$ cat config.mk
export PLATFORM = sky130hd
export DESIGN_NAME = kabf_div
export DESIGN_NICKNAME = d
export VERILOG_FILES = /design/src/design/kabf_pkg.sv /design/src/design/kabf_div.sv
export SDC_FILE = /design/constraint.sdc
export NUM_CORES = 1
export LEC_CHECK = 0
export ABC_AREA = 0
export BUFFER_PORTS_ARGS = -buffer_cell sky130_fd_sc_hd__buf_2
export CAP_MARGIN = 25
export CELL_PAD_IN_SITES_DETAIL_PLACEMENT = 0
export CELL_PAD_IN_SITES_GLOBAL_PLACEMENT = 1
export CORE_AREA = 2 2 172 174
export CTS_CLUSTER_DIAMETER = 60
export CTS_CLUSTER_SIZE = 14
export DETAILED_ROUTE_END_ITERATION = 10
export DIE_AREA = 0 0 174 176
export MAX_ROUTING_LAYER = met4
export PLACE_DENSITY = 0.77
export SYNTH_ARGS = -nofsm -noshare
export SYNTH_HDL_FRONTEND = slang
export SYNTH_SLANG_ARGS = --single-unit
$ cat constraint.sdc
create_clock -name clk_i -period 5.8 [get_ports clk_i]
set_clock_uncertainty 0.05 [all_clocks]
set_input_delay 0.29 -clock clk_i [delete_from_list [all_inputs] [get_ports clk_i]]
set_output_delay 0.29 -clock clk_i [all_outputs]
set_load 0.005 [all_outputs]
$ cat src/design/kabf_pkg.sv
package kabf_pkg;

  // Fixed-point layout shared by the arithmetic units.
  localparam int unsigned FRAC_BITS   = 24;
  localparam int unsigned MUL_DIGIT_W = 16;
  localparam int unsigned MUL_DIGITS  = 4;
  // Gain dividend magnitude (|P| << 24) and divisor (P00 + R) widths.
  localparam int unsigned DIV_NUM_W   = 56;
  localparam int unsigned DIV_DEN_W   = 34;

  localparam logic signed [63:0] S64_MAX = 64'sh7FFF_FFFF_FFFF_FFFF;

  // Reset values of the noise registers, unsigned Q8.24.
  localparam logic [31:0] Q_ANGLE_RST  = 32'd16777;
  localparam logic [31:0] Q_BIAS_RST   = 32'd50332;
  localparam logic [31:0] MEAS_VAR_RST = 32'd503316;

  typedef enum logic [1:0] {
    CFG_Q_ANGLE  = 2'd0,
    CFG_Q_BIAS   = 2'd1,
    CFG_MEAS_VAR = 2'd2
  } cfg_idx_e;

  typedef enum logic [3:0] {
    S_IDLE,
    S_PRED_ANG,
    S_PRED_T1,
    S_PRED_P00,
    S_PRED_P11,
    S_GAIN0,
    S_GAIN1,
    S_CORR_ANG,
    S_CORR_BIAS,
    S_COV10,
    S_COV00,
    S_COV11,
    S_COV01,
    S_OUT
  } step_e;

  typedef struct packed {
    logic signed [31:0] measured_angle;
    logic signed [31:0] measured_rate;
    logic        [23:0] elapsed_time;
  } in_t;

  typedef struct packed {
    logic signed [31:0] angle_estimate;
    logic signed [31:0] bias_estimate;
  } out_t;

  // Operation request to a shared unit.
  typedef struct packed {
    logic               start;
    logic signed [63:0] a;
    logic signed [63:0] b;
  } op_req_t;

  // Status and result of a shared unit.
  typedef struct packed {
    logic               busy;
    logic               done;
    logic signed [63:0] res;
  } unit_rsp_t;

  // Saturate a 64-bit value to a signed 32-bit word.
  function automatic logic signed [31:0] sat32(input logic signed [63:0] v);
    if (v > 64'sh0000_0000_7FFF_FFFF) begin
      return 32'sh7FFF_FFFF;
    end else if (v < -64'sh0000_0000_8000_0000) begin
      return 32'sh8000_0000;
    end
    return v[31:0];
  endfunction

endpackage

$ cat src/design/kabf_div.sv
module kabf_div
  import kabf_pkg::*;
(
  input  logic      clk_i,
  input  logic      rst_ni,
  input  op_req_t   req_i,
  output unit_rsp_t rsp_o
);

  localparam int unsigned CNT_W = $clog2(DIV_NUM_W + 1);

  logic                 busy_q, done_q;
  logic [CNT_W-1:0]     cnt_q;
  logic                 neg_q;
  logic [DIV_NUM_W-1:0] quo_q;
  logic [DIV_DEN_W-1:0] den_q, rem_q;
  logic signed [63:0]   res_q;

  logic [DIV_DEN_W:0]   sh;
  logic [DIV_DEN_W+1:0] diff;
  logic [63:0]          q64;

  // One restoring step: shift in the next dividend bit and try the divisor.
  always_comb begin
    sh   = {rem_q, quo_q[DIV_NUM_W-1]};
    diff = {1'b0, sh} - {2'b00, den_q};
    q64  = 64'(quo_q);
  end

  // Control of the bit loop.
  always_ff @(posedge clk_i or negedge rst_ni) begin
    if (!rst_ni) begin
      busy_q <= 1'b0;
      done_q <= 1'b0;
      cnt_q  <= '0;
    end else if (req_i.start) begin
      busy_q <= 1'b1;
      done_q <= 1'b0;
      cnt_q  <= '0;
    end else if (busy_q && cnt_q < CNT_W'(DIV_NUM_W)) begin
      cnt_q <= cnt_q + CNT_W'(1);
    end else if (busy_q) begin
      busy_q <= 1'b0;
      done_q <= 1'b1;
    end else begin
      done_q <= 1'b0;
    end
  end

  // Remainder and quotient shift register; the quotient truncates toward zero.
  always_ff @(posedge clk_i) begin
    if (req_i.start) begin
      neg_q <= req_i.a[63];
      quo_q <= req_i.a[63] ? DIV_NUM_W'(-req_i.a) : DIV_NUM_W'(req_i.a);
      den_q <= DIV_DEN_W'(req_i.b);
      rem_q <= '0;
    end else if (busy_q && cnt_q < CNT_W'(DIV_NUM_W)) begin
      if (!diff[DIV_DEN_W+1]) begin
        rem_q <= diff[DIV_DEN_W-1:0];
        quo_q <= {quo_q[DIV_NUM_W-2:0], 1'b1};
      end else begin
        rem_q <= sh[DIV_DEN_W-1:0];
        quo_q <= {quo_q[DIV_NUM_W-2:0], 1'b0};
      end
    end else if (busy_q) begin
      res_q <= neg_q ? -$signed(q64) : $signed(q64);
    end
  end

  assign rsp_o.busy = busy_q;
  assign rsp_o.done = done_q;
  assign rsp_o.res  = res_q;

endmodule

==> metrics.txt <==
share of Yosys cell area claimed by the top area cell type roughly 40%; CP bufs+invs 2; Crit Path Class register to register; first-pass GRT wire length 43.0 mm; total placed cells including tap cells 1649; filler instances between 2000 and 3000; CTS HTree Levels 4; final worst path period need between 4 and 5 ns; max-capacitance violation count 0; initial antenna violation count 5; setup slack after placement 1.76 ns; final worst slack ~1.7 ns; area used by multi-input combinational logic between 5000 and 6000 um2; Iter 0 DRT Violations between 600 and 700; clock latency of the later-clocked register in the worst-skew pair between 0.4 and 0.5 ns; non-filler cells, final 1722; required time of the critical path 6.09 ns; IO Port Bufs approximately 160; crit-path max FO 17; via/cell ratio approximately 5.2; Post-synth EDFFs 155; setup violators final 0; count of distinct cell types in the synthesized netlist 65; reported leakage power 5.15 nW; weighted congestion reported at the end of routability-driven placement 0.854; dominant delay contributor by cell family on the critical path compound AO/OA/AOI/OAI gates; crit path launch type register; Slowest Stage Delay on Critical Path 0.93 ns; vias in the first global route 8388; cell row count 62; Routed WL 26.7 mm; proportion of synthesized chip area in sequential cells 48.6%; main area contributors after synthesis edfxtp_1, dfxtp_1, xnor2_1; Remaining DRCs 0; Net Count, Synth 1324; overall overflow remaining after global route 0; fraction of registers with async set or reset after synthesis 4.06%; worst min-delay path category primary input to async pin; post-route standard cell area excluding fillers 13500 um2; Pre-antenna DRT Iters 5; fraction of layout instances using a drive strength above 1 16.4%; Tightest Pin Transition around 0.99 ns; total core area 28500 um2; most common library cell in the layout ignoring fill and taps buf_2; cell type of the slowest stage on the worst timing path a311oi_1; Die Span X 174 um; clock tree from TritonCTS built; count of antenna-violating nets left after detailed routing 0; most common flop cell mapped by yosys edfxtp_1; number of nets in the finished design 1489; DPL Wire Length 18.9 mm; clock edge transition at the registers on the reported setup and hold paths 0.08 ns; final worst-path cycle share 71.0%; Setup TNS 0 ns; kind of end point of the critical path register; cell area after synthesis 11400 um2; total power after layout 4.72 mW; Max Fclk around 240 MHz; final slew viol count 0; initial core utilization 39.9%; DR vias 8944; total of warnings raised by yosys 0; I/O pin count 197; total power divided by cell area 351 nW/um2; Seq cells post-synth just under 200; setup repair after global routing missed its margin false; post-synthesis instance total 1155; aggregate global-route resource usage a little under a fifth; root buffer selected by CTS clkbuf_16; maximum VDD drop 0.197 mV; CTS Sinks 197; Post-DP Area 12500 um2; die area 30600 um2; relative area change from synthesis to final layout 18.2%; syn avg cell area approximately 9.9 um2; setup bufs post-CTS 0; Max clock buf depth 2; status complete, no violations; area leader, netlist edfxtp_1; Critical Path, Cell by Cell inv_1, ha_1, a21oi_1, nand2_1, o21ai_0, o21ai_0, a311oi_1, o21a_1, buf_4, nand2_1, a311oi_1; max_slew headroom 33.4%; data arrival time of the critical path 4.41 ns; maximum number of pins on one net before global-route repair 109; highest-count cells in the layout ignoring fill and taps buf_2, edfxtp_1, nand2_1; final-report hold violation count 0; Die H roughly 180 um; CTS buffer count 17; Sequential cell area 5540 um2; wire length per cell 15.5 um
[per-stage QoR]
stage,utilization [%],hold WS [ns]
floorplan,-,-0.0556
global placement,43.8,0.0978
detailed placement,43.8,0.0989
CTS,47.0,0.155
global route,47.1,0.196
finish,47.1,0.177
[path summary, 6_finish.rpt]
check                                from        to  slack, ns  depth (start not counted)
worst min-delay path               rst_ni    done_q       0.18                          2
worst max register to register   den_q[4]  rem_q[6]       1.68                         11
worst min register to register   rem_q[2]  rem_q[2]       0.44                          2
worst max-delay path             den_q[4]  rem_q[6]       1.68                         11
max in group asynchronous          rst_ni  cnt_q[0]       5.34                          2
min in group clk_i              req_i[64]  quo_q[0]       0.18                          3
[cell type report]
cell class | instances | area share, %
clock buffers | 17 | 3.16
inverters | 55 | 1.53
diodes | 5 | 0.0930
clock inverters | 15 | 0.893
multi-input cells | 846 | 40.4
flip-flops and latches | 197 | 41.2
well taps | 384 | 3.57
repair buffers | 203 | 9.22
[power breakdown]
part | internal (mW) | total, mW | switching, mW
Clock | 0.560 | 1.13 | 0.573
Sequential | 1.74 | 1.92 | 0.174
Combinational | 0.706 | 1.67 | 0.968
[Yosys cell counts (2+ instances only)]
library cell and number:
a211oi_1 14, a21boi_0 5, a21o_1 9, a21oi_1 106, a2bb2oi_1 4, a311o_1 2
a311oi_1 19, a31oi_1 5, and2_1 4, and3_1 6, buf_1 6, buf_4 2
clkbuf_1 48, dfrtp_1 8, dfxtp_1 34, edfxtp_1 155, ha_1 37, inv_1 55
mux2i_1 2, nand2_1 114, nand2_2 2, nand2b_1 5, nand3_1 15, nand3b_1 2
nand4_1 12, nand4b_1 3, nor2_1 113, nor2b_1 4, nor3_1 14, nor4_1 7
o211ai_1 4, o21a_1 10, o21ai_0 56, o21bai_1 8, o221ai_1 2, o22ai_1 4
o31ai_1 35, o41ai_1 15, o41ai_2 2, or2_2 7, or3_1 25, or4_1 13
xnor2_1 74, xor2_1 67
[flip-flops by register name, summed over array words and instances (netlist names)]
name	count
quo_q	56
rem_q	34
busy_q	1
res_q	64
neg_q	1
den_q	34
done_q	1
cnt_q	6
[metal layers]
metal	routed length (um)	global-route usage (%)
met5	0	-
met4	418	5.36
met3	1340	3.75
met2	12100	27.8
met1	12900	24.2
[timing repair]
action                    in CTS  in global routing
hold buffers                  35                  0
hold endpoints to repair      42                  0
gates resized for setup        0                  0
[logic make-up (layout without fill, tap and decap cells)]
| family | Yosys count | count (layout) | synth area share [%] |
|---|---|---|---|
| XOR/XNOR | 141 | 141 | 10.8 |
| AO/OA/AOI/OAI | 311 | 311 | 17.6 |
| adder cells (fa/ha/maj) | 38 | 38 | 4.24 |
| flip-flops | 197 | 197 | 48.6 |
| buffers and inverters | 112 | 290 | 3.77 |
| other | 0 | 5 | 0 |
| multiplexers | 3 | 3 | 0.275 |
| AND/OR/NAND/NOR | 353 | 353 | 14.6 |
No activity file was read; power rests on OpenSTA's default activity.
